File: src/rtl/core/dpfc_pkg.sv
// ----------------------------------------------------------------------------
// dpfc_pkg
// Shared types and constants for the distinct prime factor counter:
// controller commands, datapath status and fixed result width.
// ----------------------------------------------------------------------------
`default_nettype none

package dpfc_pkg;

  // result width, fixed by the output field
  localparam int COUNT_WIDTH = 4;

  // first trial divisor; after it the divisor steps over even numbers
  localparam int FIRST_DIVISOR = 2;

  // controller to datapath
  typedef struct packed {
    logic load;       // take a new request, reset divisor and count
    logic div_start;  // start a division of remainder by trial divisor
    logic take_quot;  // remainder <= quotient
    logic inc_count;  // one more distinct prime found
    logic next_div;   // advance to the next trial divisor
    logic load_out;   // capture final count into the result register
  } cmd_t;

  // datapath to controller
  typedef struct packed {
    logic rem_le1;      // remainder is 0 or 1
    logic div_done;     // division finished this cycle
    logic quot_lt_div;  // quotient below divisor: divisor squared exceeds remainder
    logic mod_zero;     // divisor divides remainder
  } sts_t;

endpackage

`default_nettype wire

File: src/rtl/core/dpfc_divider.sv
// ----------------------------------------------------------------------------
// dpfc_divider
// Restoring divider, one quotient bit per cycle. A start pulse latches the
// operands; done pulses for one cycle after VALUE_WIDTH steps and the
// quotient and modulus hold until the next start.
// ----------------------------------------------------------------------------
`default_nettype none

module dpfc_divider #(
  parameter int VALUE_WIDTH = 32
) (
  input  wire logic                       clk,
  input  wire logic                       rst,
  input  wire logic                       start,
  input  wire logic [VALUE_WIDTH-1:0]     dividend,
  input  wire logic [VALUE_WIDTH/2:0]     divisor,
  output logic      [VALUE_WIDTH-1:0]     quotient,
  output logic      [VALUE_WIDTH/2:0]     modulus,
  output logic                            done
);

  localparam int DW = VALUE_WIDTH / 2 + 1;
  localparam int CW = $clog2(VALUE_WIDTH);

  logic [VALUE_WIDTH-1:0] dvd;
  logic [DW-1:0]          dvs;
  logic [DW-1:0]          part;
  logic [CW-1:0]          steps;
  logic                   busy;

  logic [DW:0]            trial;
  logic                   fits;

  // shift in the next dividend bit and try a subtract
  always_comb begin
    trial = {part, dvd[VALUE_WIDTH-1]};
    fits  = (trial >= {1'b0, dvs});
  end

  always_ff @(posedge clk) begin
    if (rst) begin
      busy <= 1'b0;
      done <= 1'b0;
    end else if (start) begin
      busy <= 1'b1;
      done <= 1'b0;
    end else if (busy) begin
      if (steps == '0) begin
        busy <= 1'b0;
        done <= 1'b1;
      end
    end else begin
      done <= 1'b0;
    end
  end

  always_ff @(posedge clk) begin
    if (start) begin
      dvd   <= dividend;
      dvs   <= divisor;
      part  <= '0;
      steps <= CW'(VALUE_WIDTH - 1);
    end else if (busy) begin
      part  <= fits ? DW'(trial - {1'b0, dvs}) : trial[DW-1:0];
      dvd   <= {dvd[VALUE_WIDTH-2:0], fits};
      steps <= steps - CW'(1);
    end
  end

  assign quotient = dvd;
  assign modulus  = part;

endmodule

`default_nettype wire

File: src/rtl/core/dpfc_datapath.sv
// ----------------------------------------------------------------------------
// dpfc_datapath
// Remainder, trial divisor and count registers around the shared divider,
// plus the result register of the output channel.
// ----------------------------------------------------------------------------
`default_nettype none

module dpfc_datapath #(
  parameter int VALUE_WIDTH = 32
) (
  input  wire logic                               clk,
  input  wire logic                               rst,
  input  wire logic [VALUE_WIDTH-1:0]             value,
  input  wire dpfc_pkg::cmd_t                     cmd,
  output dpfc_pkg::sts_t                          sts,
  output logic      [dpfc_pkg::COUNT_WIDTH-1:0]   prime_count
);

  localparam int DW = VALUE_WIDTH / 2 + 1;
  localparam int NW = dpfc_pkg::COUNT_WIDTH;

  logic [VALUE_WIDTH-1:0] remainder;
  logic [DW-1:0]          trial_divisor;
  logic [NW-1:0]          found_count;

  logic [VALUE_WIDTH-1:0] quot;
  logic [DW-1:0]          modv;
  logic                   div_done;
  logic                   rem_gt1;

  dpfc_divider #(
    .VALUE_WIDTH (VALUE_WIDTH)
  ) u_divider (
    .clk      (clk),
    .rst      (rst),
    .start    (cmd.div_start),
    .dividend (remainder),
    .divisor  (trial_divisor),
    .quotient (quot),
    .modulus  (modv),
    .done     (div_done)
  );

  assign rem_gt1 = (remainder[VALUE_WIDTH-1:1] != '0);

  always_comb begin
    sts.rem_le1     = !rem_gt1;
    sts.div_done    = div_done;
    sts.quot_lt_div = (quot < VALUE_WIDTH'(trial_divisor));
    sts.mod_zero    = (modv == '0);
  end

  always_ff @(posedge clk) begin
    if (cmd.load) begin
      remainder     <= value;
      trial_divisor <= DW'(dpfc_pkg::FIRST_DIVISOR);
      found_count   <= '0;
    end else begin
      if (cmd.take_quot) begin
        remainder <= quot;
      end
      if (cmd.inc_count) begin
        found_count <= found_count + NW'(1);
      end
      if (cmd.next_div) begin
        // 2 -> 3, then odd numbers only
        trial_divisor <= (trial_divisor == DW'(dpfc_pkg::FIRST_DIVISOR))
                         ? trial_divisor + DW'(1) : trial_divisor + DW'(2);
      end
    end
    // a leftover above one is one more prime
    if (cmd.load_out) begin
      prime_count <= found_count + NW'(rem_gt1);
    end
  end

endmodule

`default_nettype wire

File: src/rtl/core/dpfc_ctrl.sv
// ----------------------------------------------------------------------------
// dpfc_ctrl
// Controller: sequences trial divisions, the strip-out of each divisor
// found, and the handshakes of both channels.
// ----------------------------------------------------------------------------
`default_nettype none

module dpfc_ctrl (
  input  wire logic            clk,
  input  wire logic            rst,
  input  wire logic            in_valid,
  output logic                 in_stall,
  output logic                 out_valid,
  input  wire logic            out_stall,
  output dpfc_pkg::cmd_t       cmd,
  input  wire dpfc_pkg::sts_t  sts
);

  typedef enum logic [2:0] {
    ST_IDLE,
    ST_CHECK,
    ST_ISSUE_TEST,
    ST_WAIT_TEST,
    ST_ISSUE_STRIP,
    ST_WAIT_STRIP,
    ST_DONE
  } state_t;

  state_t state;
  state_t state_next;
  logic   slot_free;

  assign in_stall  = (state != ST_IDLE);
  assign slot_free = !out_valid || !out_stall;

  always_comb begin
    state_next = state;
    cmd        = '0;
    unique case (state)
      ST_IDLE: begin
        if (in_valid) begin
          cmd.load   = 1'b1;
          state_next = ST_CHECK;
        end
      end
      ST_CHECK: begin
        state_next = sts.rem_le1 ? ST_DONE : ST_ISSUE_TEST;
      end
      ST_ISSUE_TEST: begin
        cmd.div_start = 1'b1;
        state_next    = ST_WAIT_TEST;
      end
      ST_WAIT_TEST: begin
        if (sts.div_done) begin
          if (sts.quot_lt_div) begin
            state_next = ST_DONE;
          end else if (sts.mod_zero) begin
            cmd.inc_count = 1'b1;
            cmd.take_quot = 1'b1;
            state_next    = ST_ISSUE_STRIP;
          end else begin
            cmd.next_div = 1'b1;
            state_next   = ST_ISSUE_TEST;
          end
        end
      end
      ST_ISSUE_STRIP: begin
        cmd.div_start = 1'b1;
        state_next    = ST_WAIT_STRIP;
      end
      ST_WAIT_STRIP: begin
        if (sts.div_done) begin
          if (sts.mod_zero) begin
            cmd.take_quot = 1'b1;
            state_next    = ST_ISSUE_STRIP;
          end else begin
            cmd.next_div = 1'b1;
            state_next   = ST_ISSUE_TEST;
          end
        end
      end
      ST_DONE: begin
        if (slot_free) begin
          cmd.load_out = 1'b1;
          state_next   = ST_IDLE;
        end
      end
      default: begin
        state_next = ST_IDLE;
      end
    endcase
  end

  always_ff @(posedge clk) begin
    if (rst) begin
      state     <= ST_IDLE;
      out_valid <= 1'b0;
    end else begin
      state <= state_next;
      if (cmd.load_out) begin
        out_valid <= 1'b1;
      end else if (!out_stall) begin
        out_valid <= 1'b0;
      end
    end
  end

endmodule

`default_nettype wire

File: src/rtl/core/distinct_prime_factor_counter.sv
// ----------------------------------------------------------------------------
// distinct_prime_factor_counter
// Counts the distinct primes dividing an unsigned number by trial division.
// Each divisor found is divided out completely and counted once; the search
// stops once the divisor squared exceeds what is left.
// ----------------------------------------------------------------------------
//
//   channel   handshake              payload
//   -------   --------------------   ---------------------------------------
//   input     in_valid / in_stall    value       [VALUE_WIDTH-1:0] unsigned
//   output    out_valid / out_stall  prime_count [3:0]             unsigned
//
// division: each trial division runs on the shared one-bit-per-cycle divider
//   (issue, VALUE_WIDTH steps, decision); there is one per trial divisor up
//   to sqrt(value) and one per strip-out of a found prime; worst near 2^15
//   divisors at the default width; 0 and 1 skip all divisions, and the next
//   request is taken once the controller is back in idle
// reset: rst is synchronous, returns the controller to idle, no result held
// stalls: one request at a time; in_stall is high from acceptance until the
//   result is written into the output register, which holds under out_stall
//
`default_nettype none

module distinct_prime_factor_counter #(
  parameter int VALUE_WIDTH = 32
) (
  input  wire logic                               clk,
  input  wire logic                               rst,
  // request channel
  input  wire logic                               in_valid,
  output logic                                    in_stall,
  input  wire logic [VALUE_WIDTH-1:0]             value,
  // result channel
  output logic                                    out_valid,
  input  wire logic                               out_stall,
  output logic      [dpfc_pkg::COUNT_WIDTH-1:0]   prime_count
);

  dpfc_pkg::cmd_t cmd;
  dpfc_pkg::sts_t sts;

  // sequencing of divisions and both handshakes
  dpfc_ctrl u_ctrl (
    .clk       (clk),
    .rst       (rst),
    .in_valid  (in_valid),
    .in_stall  (in_stall),
    .out_valid (out_valid),
    .out_stall (out_stall),
    .cmd       (cmd),
    .sts       (sts)
  );

  // remainder, divisor, count, divider and result register
  dpfc_datapath #(
    .VALUE_WIDTH (VALUE_WIDTH)
  ) u_datapath (
    .clk         (clk),
    .rst         (rst),
    .value       (value),
    .cmd         (cmd),
    .sts         (sts),
    .prime_count (prime_count)
  );

endmodule

`default_nettype wire
File: config.mk
export PLATFORM = sky130hd
export DESIGN_NAME = distinct_prime_factor_counter
export DESIGN_NICKNAME = d
export VERILOG_FILES = /design/src/rtl/core/dpfc_pkg.sv /design/src/rtl/core/dpfc_divider.sv /design/src/rtl/core/dpfc_datapath.sv /design/src/rtl/core/dpfc_ctrl.sv /design/src/rtl/core/distinct_prime_factor_counter.sv
export SDC_FILE = /design/constraint.sdc
export NUM_CORES = 1
export LEC_CHECK = 0
export BUFFER_PORTS_ARGS = -buffer_cell sky130_fd_sc_hd__buf_2
export CORE_MARGIN = 2
export CORE_UTILIZATION = 35
export DETAILED_ROUTE_END_ITERATION = 6
export PLACE_DENSITY = 0.61
export SLEW_MARGIN = 10
export SYNTH_ARGS = -nofsm -noshare
export SYNTH_HDL_FRONTEND = slang
export SYNTH_HIERARCHICAL = 1
export SYNTH_SLANG_ARGS = --single-unit
export TNS_END_PERCENT = 10
File: constraint.sdc
create_clock -name clk -period 4.1 [get_ports clk]
set_input_delay 0.41 -clock clk [delete_from_list [all_inputs] [get_ports clk]]
set_output_delay 0.41 -clock clk [all_outputs]
set_load 0.03 [all_outputs]
==> results of run 1 <==
[cell usage in the layout (no fill, tap or decap), types with 8 or more instances in the layout]
master / n
dfxtp_1: 49
buf_4: 10
clkbuf_16: 17
xor2_1: 8
nand2_1: 44
nor3_1: 13
nor2_1: 45
o21ai_0: 19
ha_1: 41
edfxtp_1: 85
inv_1: 47
xnor2_1: 24
mux2_2: 66
a311oi_1: 8
a21oi_1: 27
nand2b_1: 11
nand4_1: 14
nand3_1: 13
nor4_1: 21
buf_2: 41
[sequential cells by signal (all words and copies together) (netlist names)]
signal / count
u_datapath/u_divider/done: 1
u_datapath/u_divider/busy: 1
u_datapath/u_divider/dvs: 17
u_datapath/u_divider/modulus: 17
u_datapath/u_divider/quotient: 32
u_ctrl/state: 3
u_datapath/found_count: 4
u_datapath/u_divider/steps: 5
u_datapath/trial_divisor: 17
u_datapath/remainder: 32
u_ctrl/out_valid: 1
u_datapath/prime_count: 4
[metrics by stage]
step | instances | worst slack (ns)
floorplan | 661 | 0.824
global route | 989 | 0.0318
CTS | 989 | 0.390
finish | 989 | 0.450
detailed placement | 957 | 0.409
global placement | 957 | 0.546
[synthesized netlist by cell type, types with 5 or more instances]
master,n,share of area (%)
buf_1,5,0.26
ha_1,41,7.0
buf_4,6,0.62
nor2_1,46,2.4
nand3_1,13,0.89
clkbuf_1,10,0.51
a21oi_1,27,1.8
nor2b_1,5,0.43
o21ai_0,19,1.3
dfxtp_1,49,13
nand2b_1,11,0.94
nor3_1,13,0.89
edfxtp_1,85,35
a311oi_1,8,0.96
mux2_2,66,10
nor4_1,21,1.8
xnor2_1,24,2.9
nand4_1,14,1.2
nand2_1,44,2.3
xor2_1,8,0.96
inv_1,47,2.4
o211ai_1,6,0.62
[power groups by stage]
stage	clock network (mW)	registers [mW]	logic, mW
final	1.49	2.12	1.92
after global routing	1.57	2.16	2.14
after CTS	1.52	2.12	1.92
after detailed placement	0	2.15	1.91
after global placement	0	2.14	1.89
after floorplan	0	2.02	1.56
[routing by layer]
layer	track usage, %	vias up
met3	4.14	15
met4	3.57	0
met5	0	-
met2	23.8	101
met1	20.2	2438
li1	-	2573
[path summary, 6_finish.rpt]
kind | start | endpoint | slack, ns
worst max-delay path | u_datapath/trial_divisor[6] | u_datapath/trial_divisor[16] | 0.45
worst min-delay path | rst | u_ctrl/out_valid | 0.28
worst max register to register | u_datapath/trial_divisor[6] | u_datapath/trial_divisor[16] | 0.45
worst min register to register | u_datapath/u_divider/steps[1] | u_datapath/u_divider/steps[1] | 0.51
[worst max-delay path, cell delays in order (launching register included)]
cell and delay, ns:
dfxtp_1 0.47, inv_1 0.07, ha_1 0.32, nand3_1 0.08, or3_1 0.39, o41ai_1 0.36, o22ai_1 0.24, nor3b_1 0.25
nor2_1 0.08, nor3_1 0.18, buf_4 0.17, nand4_1 0.27, nor4_1 0.40, xnor2_1 0.17, nor2_1 0.05
[cell families after synthesis]
group | synth area share, %
xor+xnor | 3.83
flops | 48.3
fa+ha+maj | 7.29
compound gates | 11.0
simple gates | 14.7
buf+inv | 4.40
mux | 10.5
[cell type report]
class | count | share of cell area (%)
Multi-Input combinational cell | 454 | 41.3
Sequential cell | 134 | 42.1
Clock buffer | 18 | 5.11
Timing Repair Buffer | 52 | 3.57
Clock inverter | 14 | 1.80
Inverter | 47 | 2.10
Tap cell | 270 | 4.02
==> reports/summary.txt, run 1 <==
Largest net degree at the start of global routing = 37
N_diodes = 0
Internal = 3.57 mW
Post-CTS setup buffers = 0
Post-Syn Area = 7310 um^2
Switching power = 1.96 mW
First-pass GRT wire length = 26,100 um
Met3 WL post-DR = 677 um
Final Util = 41.3%
Hold crit path type = in2reg
Mapped Cells = 661
Final Power = 5.53 mW
Unrepaired setup endpoints after global routing = false
Syn avg cell area = 11.1 um^2
Die width = 149 um
Die H = 149 um
Synth Flop Type = edfxtp_1
Mapped Nets = 739
Via count = 5,127
Final instance area = 8400 um^2
Initial antenna violation count = 0
Async SR Flop Fraction = 0%
Skew-Pair Late Insertion Delay = 0.41 ns
Number of buffers added on ports = 41
Achievable clock frequency = 0.274 GHz
Sequential Area = 3530 um^2
Crit path DAT = 3.92 ns
Initial Util = 35.9%
DRT Wirelength = 15,900 um
Met2 routed WL = 7460 um
Post-Route M1 WL = 7570 um
CTS resizes = 0
Skew final = 0.00950 ns
CP required = 4.37 ns
Vias per cell = 5.18
TritonCTS buffer count = 17
Worst Tran Pin Value = 0.628 ns
Final ANT Viol Nets = 0
Final setup vio count = 0
GRT Residual Overflow = 0
CTS tree = built
Core area = 20,400 um^2
CTS root buf = clkbuf_16
Ports = 42
Post-layout min period = 3.65 ns
Layout cell share with drive strength beyond 1 = 23.8%
1st-pass router iterations = 5
Yosys Warn Count = 6
Max-slew headroom = 57.7%
Cell variety after synth = 71
FP Rows = 52
Clock tree sinks = 134
Leakage = 3.06 nW
Setup Total Neg Slack = 0 ns
Max rail drop VDD = 0.000330 V
Fill cells = 1,946
Pwr/cell area = 658 nW/um^2
Post-synth EDFFs = 85
Reg clk slew, reported paths = 0.06 ns
Longest Clk Path Bufs = 2
Status = finished, final reports clean
Vias in the first global route = 4,964
Hold slack = 0.280 ns
WS Path Type = reg2reg
Crit path launch type = register
Reg power frac = 38.3%
Final Wtd Congestion = 0.803
Post-route DRC = 0
Max-slew violations = 0
Post-detailed-placement half-perimeter wirelength = 11,400 um
Top layer reached by signal wires = met4
Logic gate share of total power = 34.8%
Layout Nets = 784
Die footprint = 22,100 um^2
Layout Area Growth over Synthesis = 14.8%
Seq/Total Area, Yosys = 48.3%
WL/cell = 16.1 um
DR iter-0 viols = 250
Hold_buf cts = 0
Critical path peak fanout = 7
Post-synthesis register bit count = 134
Clk pwr share = 26.9%
Final period util = 89.0%
Max cap viols = 0
Worst-case reg-to-reg path depth = 14
Hold-critical path depth = 2
Final Hold Vio Count = 0
Sw Share = 35.4%
All-Layer GR Usage = 14.9%
Crit end category = register
Multi-input gate area = 3470 um^2
DP Area = 7820 um^2
# H-tree levels = 4
(Power assumes the default switching activity.)
==> inputs of run 2 (changes only) <==
--- a/config.mk
+++ b/config.mk
@@ -9,7 +9,6 @@
 export CORE_MARGIN = 2
 export CORE_UTILIZATION = 35
 export DETAILED_ROUTE_END_ITERATION = 6
-export PLACE_DENSITY = 0.61
 export SLEW_MARGIN = 10
 export SYNTH_ARGS = -nofsm -noshare
 export SYNTH_HDL_FRONTEND = slang
==> reports/summary.txt, run 2 (synthesized netlist as in run 1, its figures left out) <==
Clock tree sinks = 134 (unchanged)
Post-layout min period = 3.54 ns (was 3.65 ns)
Pwr/cell area = 664 nW/um^2 (was 658 nW/um^2)
WL/cell = 16.1 um (about the same)
Hold slack = 0.265 ns (was 0.280 ns)
Final ANT Viol Nets = 0 (unchanged)
Setup Total Neg Slack = 0 ns (unchanged)
Die footprint = 22,100 um^2 (unchanged)
Post-route DRC = 0 (unchanged)
DRT Wirelength = 16,000 um (was 15,900 um)
Status = finished, final reports clean (unchanged)
WS Path Type = reg2reg (unchanged)
CTS root buf = clkbuf_16 (unchanged)
Layout Area Growth over Synthesis = 14.9% (was 14.8%)
Fill cells = 1,948 (was 1,946)
FP Rows = 52 (unchanged)
GRT Residual Overflow = 0 (unchanged)
Critical path peak fanout = 7 (unchanged)
Post-detailed-placement half-perimeter wirelength = 11,300 um (was 11,400 um)
Worst Tran Pin Value = 0.663 ns (was 0.628 ns)
Largest net degree at the start of global routing = 38 (was 37)
Max rail drop VDD = 0.000406 V (was 0.000330 V)
Die width = 149 um (unchanged)
TritonCTS buffer count = 17 (unchanged)
Hold_buf cts = 0 (unchanged)
Max-slew violations = 0 (unchanged)
Final setup vio count = 0 (unchanged)
Initial antenna violation count = 0 (unchanged)
Post-CTS setup buffers = 0 (unchanged)
Ports = 42 (unchanged)
Buf/Inv on CP = 2 (unchanged)
Skew-Pair Late Insertion Delay = 0.42 ns (was 0.41 ns)
DR iter-0 viols = 261 (was 250)
Hold crit path type = in2reg (unchanged)
Skew final = 0.0114 ns (was 0.00950 ns)
Final Wtd Congestion = 0.794 (was 0.803)
CP cell instances = inv_1 > ha_1 > nand3_1 > or3_1 > o41ai_1 > o22ai_1 > nor3b_1 > nor2_1 > nor3_1 > buf_4 > nand4_1 > nor4_1 > xnor2_1 > nor2_1 (unchanged)
Layout Nets = 785 (was 784)
Critical path depth = 14 (unchanged)
Sw Share = 35.0% (was 35.4%)
CP startpoint = u_datapath/trial_divisor[6] (unchanged)
Most frequent cells in the layout = 85 x edfxtp_1, 66 x mux2_2, 49 x dfxtp_1, 47 x inv_1, 45 x nor2_1 (unchanged)
1st-pass router iterations = 4 (was 5)
Die H = 149 um (unchanged)
Internal = 3.62 mW (was 3.57 mW)
First-pass GRT wire length = 26,100 um (about the same)
Via count = 5,146 (was 5,127)
Reg power frac = 37.8% (was 38.3%)
Worst path top cell family by delay = simple AND/OR/NAND/NOR gates (unchanged)
CP required = 4.40 ns (was 4.37 ns)
Crit path launch type = register (unchanged)
All-Layer GR Usage = 15.1% (was 14.9%)
CTS resizes = 0 (unchanged)
Reg2reg end = u_datapath/trial_divisor[16] (unchanged)
Clk pwr share = 27.5% (was 26.9%)
CP peak stage delay = 0.46 ns (was 0.47 ns)
Initial Util = 35.9% (unchanged)
Switching power = 1.95 mW (was 1.96 mW)
Crit end category = register (unchanged)
Crit path DAT = 3.84 ns (was 3.92 ns)
# H-tree levels = 4 (unchanged)
Final Hold Vio Count = 0 (unchanged)
CTS tree = built (unchanged)
Reg clk slew, reported paths = 0.06 ns (about the same)
Worst setup endpoint = u_datapath/trial_divisor[16] (unchanged)
Longest Clk Path Bufs = 2 (unchanged)
N_diodes = 0 (unchanged)
Core area = 20,400 um^2 (unchanged)
Leakage = 3.07 nW (was 3.06 nW)
Commonest non-fill, non-tap cell in the layout = edfxtp_1 (unchanged)
Logic gate share of total power = 34.7% (was 34.8%)
Worst-case reg-to-reg path depth = 14 (unchanged)
Vias per cell = 5.20 (was 5.18)
Max-slew headroom = 55.3% (was 57.7%)
Max cap viols = 0 (unchanged)
Achievable clock frequency = 0.282 GHz (was 0.274 GHz)
Crit path max-delay cell type = dfxtp_1 (unchanged)
Vias in the first global route = 5,054 (was 4,964)
Layout cell share with drive strength beyond 1 = 23.6% (was 23.8%)
Worst r2r src = u_datapath/trial_divisor[6] (unchanged)
Final period util = 86.4% (was 89.0%)
R2R setup slack = 0.56 ns (was 0.45 ns)
Number of buffers added on ports = 41 (unchanged)
Unrepaired setup endpoints after global routing = false (unchanged)
Critical path's most frequent cell = nor2_1 (unchanged)
run 2: cell count changes in the layout (fill, tap and decap cells not counted), sizes merged:
cell	delta
clkbuf	+1
inv	-1
bufinv	+1
clkinv	-1
buf	+1
run 2: final cells by class:
type                       count  area (um^2)  area share (%)
clock buffer                  19          433            5.15
sequential                   134         3530            42.0
inverter                      47          176            2.10
tap                          270          338            4.02
multi-input combinational    454         3470            41.3
timing repair buffer          53          295            3.51
clock inverter                13          155            1.85
run 2: worst register-to-register path, stage by stage, from the launching register on:
cell     delay, ns
dfxtp_1       0.46
inv_1         0.07
ha_1          0.32
nand3_1       0.08
or3_1         0.38
o41ai_1       0.36
o22ai_1       0.24
nor3b_1       0.22
nor2_1        0.07
nor3_1        0.18
buf_4         0.17
nand4_1       0.28
nor4_1        0.38
xnor2_1       0.16
nor2_1        0.05
run 2: power groups by stage:
stage	combinational (mW)	clock, mW	sequential, mW
after CTS	1.93	1.56	2.11
after global routing	2.14	1.62	2.15
final	1.93	1.53	2.11
after floorplan	1.56	0	2.02
after detailed placement	1.91	0	2.14
after global placement	1.89	0	2.14
run 2: how the worst min path moves through the flow:
stage                                startpoint                                to  depth (start not counted)
6_report                                    rst                  u_ctrl/out_valid                          2
5_1_grt                                     rst                   u_ctrl/state[2]                          2
2_1_floorplan  u_datapath/u_divider/modulus[15]  u_datapath/u_divider/modulus[15]                          2
4_1_cts                                     rst                  u_ctrl/out_valid                          2
3_5_place_dp      u_datapath/u_divider/steps[4]     u_datapath/u_divider/steps[4]                          2
3_3_place_gp      u_datapath/u_divider/steps[4]     u_datapath/u_divider/steps[4]                          2
run 2: routing by layer:
metal,part of all wire [%],up-vias,track usage [%]
li1,-,2568,-
met1,48,2467,20.0
met2,47,90,24.3
met3,4.1,21,3.62
met4,1.4,0,5.05
met5,0,-,0
run 2: stage by stage:
stage	area, um^2	total power, mW	setup slack (ns)	std cells	utilization, %
6_report	8400	5.58	0.559	990	41.3
4_1_cts	8400	5.60	0.497	990	41.3
5_1_grt	8400	5.91	0.124	990	41.3
2_1_floorplan	7310	3.58	0.824	661	-
3_3_place_gp	7820	4.03	0.564	958	38.4
3_5_place_dp	7820	4.05	0.530	958	38.4
==> inputs of run 3 (changes only) <==
--- a/config.mk
+++ b/config.mk
@@ -7,7 +7,7 @@
 export LEC_CHECK = 0
 export BUFFER_PORTS_ARGS = -buffer_cell sky130_fd_sc_hd__buf_2
 export CORE_MARGIN = 2
-export CORE_UTILIZATION = 35
+export CORE_UTILIZATION = 45
 export DETAILED_ROUTE_END_ITERATION = 6
 export SLEW_MARGIN = 10
 export SYNTH_ARGS = -nofsm -noshare
==> reports/summary.txt, run 3 (synthesized netlist as in run 1, its figures left out) <==
Final Hold Vio Count = 0 (unchanged)
Sw Share = 35.8% (was 35.0%)
Post-CTS setup buffers = 0 (unchanged)
Post-layout min period = 3.72 ns (was 3.54 ns)
CTS root buf = clkbuf_16 (unchanged)
Hold_buf cts = 0 (unchanged)
Die footprint = 17,300 um^2 (was 22,100 um^2)
Hold crit path type = in2reg (unchanged)
Initial Util = 46.0% (was 35.9%)
Reg clk slew, reported paths = 0.06 ns (about the same)
Post-route DRC = 0 (unchanged)
Skew-Pair Late Insertion Delay = 0.42 ns (about the same)
Crit path max-delay cell type = o41ai_1 (was dfxtp_1)
Final Util = 52.2% (was 41.3%)
Final period util = 90.6% (was 86.4%)
Ports = 42 (unchanged)
Longest Clk Path Bufs = 2 (unchanged)
Largest net degree at the start of global routing = 57 (was 38)
Worst r2r src = u_datapath/trial_divisor[7] (was u_datapath/trial_divisor[6])
Fill cells = 1,437 (was 1,948)
Cells after DPL = 902 (was 958)
FP Rows = 46 (was 52)
Layout Area Growth over Synthesis = 13.5% (was 14.9%)
Hold slack = 0.257 ns (was 0.265 ns)
CP startpoint = u_datapath/trial_divisor[7] (was u_datapath/trial_divisor[6])
Buf/Inv on CP = 1 (was 2)
First-pass GRT wire length = 26,500 um (was 26,100 um)
CP peak stage delay = 0.45 ns (was 0.46 ns)
Skew final = 0.00894 ns (was 0.0114 ns)
Hold-critical path depth = 2 (unchanged)
N_diodes = 0 (unchanged)
Hold path startpoint = rst (unchanged)
Setup Total Neg Slack = 0 ns (unchanged)
Die H = 131 um (was 149 um)
CTS tree = built (unchanged)
Most frequent cells in the layout = 85 x edfxtp_1, 66 x mux2_2, 49 x dfxtp_1, 47 x inv_1, 45 x nor2_1 (unchanged)
Via count = 5,253 (was 5,146)
Worst Tran Pin Value = 0.733 ns (was 0.663 ns)
1st-pass router iterations = 6 (was 4)
Leakage = 3.05 nW (was 3.07 nW)
Critical path's most frequent cell = nor2_1 (unchanged)
Commonest non-fill, non-tap cell in the layout = edfxtp_1 (unchanged)
DRT Wirelength = 16,200 um (was 16,000 um)
Clock tree sinks = 134 (unchanged)
Internal = 3.53 mW (was 3.62 mW)
Max-slew violations = 0 (unchanged)
R2R setup slack = 0.38 ns (was 0.56 ns)
Final Wtd Congestion = 0.864 (was 0.794)
Vias in the first global route = 5,222 (was 5,054)
Reg power frac = 38.6% (was 37.8%)
Clk pwr share = 26.2% (was 27.5%)
TritonCTS buffer count = 17 (unchanged)
Status = finished, final reports clean (unchanged)
Crit end category = register (unchanged)
Die width = 131 um (was 149 um)
WL/cell = 17.4 um (was 16.1 um)
CP required = 4.39 ns (was 4.40 ns)
Non-filler cells, final = 934 (was 990)
CP cell instances = inv_1 > ha_1 > nand3_1 > or3_1 > o41ai_1 > o22ai_1 > nor3b_1 > nor2_1 > nor3_1 > nand4_1 > nor4_1 > xnor2_1 > nor2_1 (was inv_1 > ha_1 > nand3_1 > or3_1 > o41ai_1 > o22ai_1 > nor3b_1 > nor2_1 > nor3_1 > buf_4 > nand4_1 > nor4_1 > xnor2_1 > nor2_1)
Crit path launch type = register (unchanged)
Final setup vio count = 0 (unchanged)
Initial antenna violation count = 0 (unchanged)
GRT Residual Overflow = 0 (unchanged)
Vias per cell = 5.62 (was 5.20)
All-Layer GR Usage = 19.1% (was 15.1%)
DR iter-0 viols = 330 (was 261)
Core area = 15,900 um^2 (was 20,400 um^2)
# H-tree levels = 4 (unchanged)
CTS resizes = 0 (unchanged)
Max cap viols = 0 (unchanged)
Final ANT Viol Nets = 0 (unchanged)
Reg2reg end = u_datapath/trial_divisor[16] (unchanged)
Logic gate share of total power = 35.3% (was 34.7%)
Worst hold endpoint = u_ctrl/out_valid (unchanged)
Crit path DAT = 4.01 ns (was 3.84 ns)
Achievable clock frequency = 0.269 GHz (was 0.282 GHz)
Max rail drop VDD = 0.000337 V (was 0.000406 V)
Number of buffers added on ports = 41 (unchanged)
Layout cell share with drive strength beyond 1 = 23.7% (was 23.6%)
Pwr/cell area = 663 nW/um^2 (was 664 nW/um^2)
Critical path peak fanout = 7 (unchanged)
Max-slew headroom = 51.2% (was 55.3%)
Worst-case reg-to-reg path depth = 13 (was 14)
Post-detailed-placement half-perimeter wirelength = 11,700 um (was 11,300 um)
Layout Nets = 783 (was 785)
Worst path top cell family by delay = simple AND/OR/NAND/NOR gates (unchanged)
Unrepaired setup endpoints after global routing = false (unchanged)
Switching power = 1.97 mW (was 1.95 mW)
WS Path Type = reg2reg (unchanged)
[run 3: worst max path at each step]
stage,end,slack (ns),cells after the start
2_1_floorplan,u_datapath/trial_divisor[16],0.82,13
3_3_place_gp,u_datapath/trial_divisor[16],0.54,13
3_5_place_dp,u_datapath/trial_divisor[16],0.35,13
4_1_cts,u_datapath/trial_divisor[16],0.32,13
5_1_grt,u_datapath/trial_divisor[16],0.0002,13
6_report,u_datapath/trial_divisor[16],0.38,13
[run 3: through the flow]
step | instance area (um^2) | worst slack, ns | total power, mW
5_1_grt | 8300 | 0.000229 | 5.83
3_3_place_gp | 7730 | 0.539 | 4.02
3_5_place_dp | 7730 | 0.345 | 4.07
4_1_cts | 8300 | 0.319 | 5.52
2_1_floorplan | 7310 | 0.824 | 3.58
6_report | 8300 | 0.385 | 5.50
[run 3: power by group through the flow]
stage | clock network (mW) | registers (mW) | logic (mW)
2_1_floorplan | 0 | 2.02 | 1.56
3_3_place_gp | 0 | 2.14 | 1.88
3_5_place_dp | 0 | 2.15 | 1.93
4_1_cts | 1.46 | 2.12 | 1.94
5_1_grt | 1.52 | 2.16 | 2.14
6_report | 1.44 | 2.12 | 1.94
[run 3: area by class of cell]
cell class	count	area (um^2)	share of cell area [%]
tap	216	270	3.26
inverter	47	176	2.13
clock inverter	9	67.6	0.814
clock buffer	23	499	6.02
timing repair buffer	51	280	3.38
sequential	134	3530	42.6
multi-input combinational	454	3470	41.8
[run 3: per-layer routing]
metal / up-vias / part of all wire [%] / global-route usage, %
met3: 27 / 2.8 / 3.97
li1: 2567 / - / -
met5: - / 0 / 0
met2: 91 / 49 / 31.7
met4: 0 / 2.4 / 7.85
met1: 2568 / 46 / 24.4
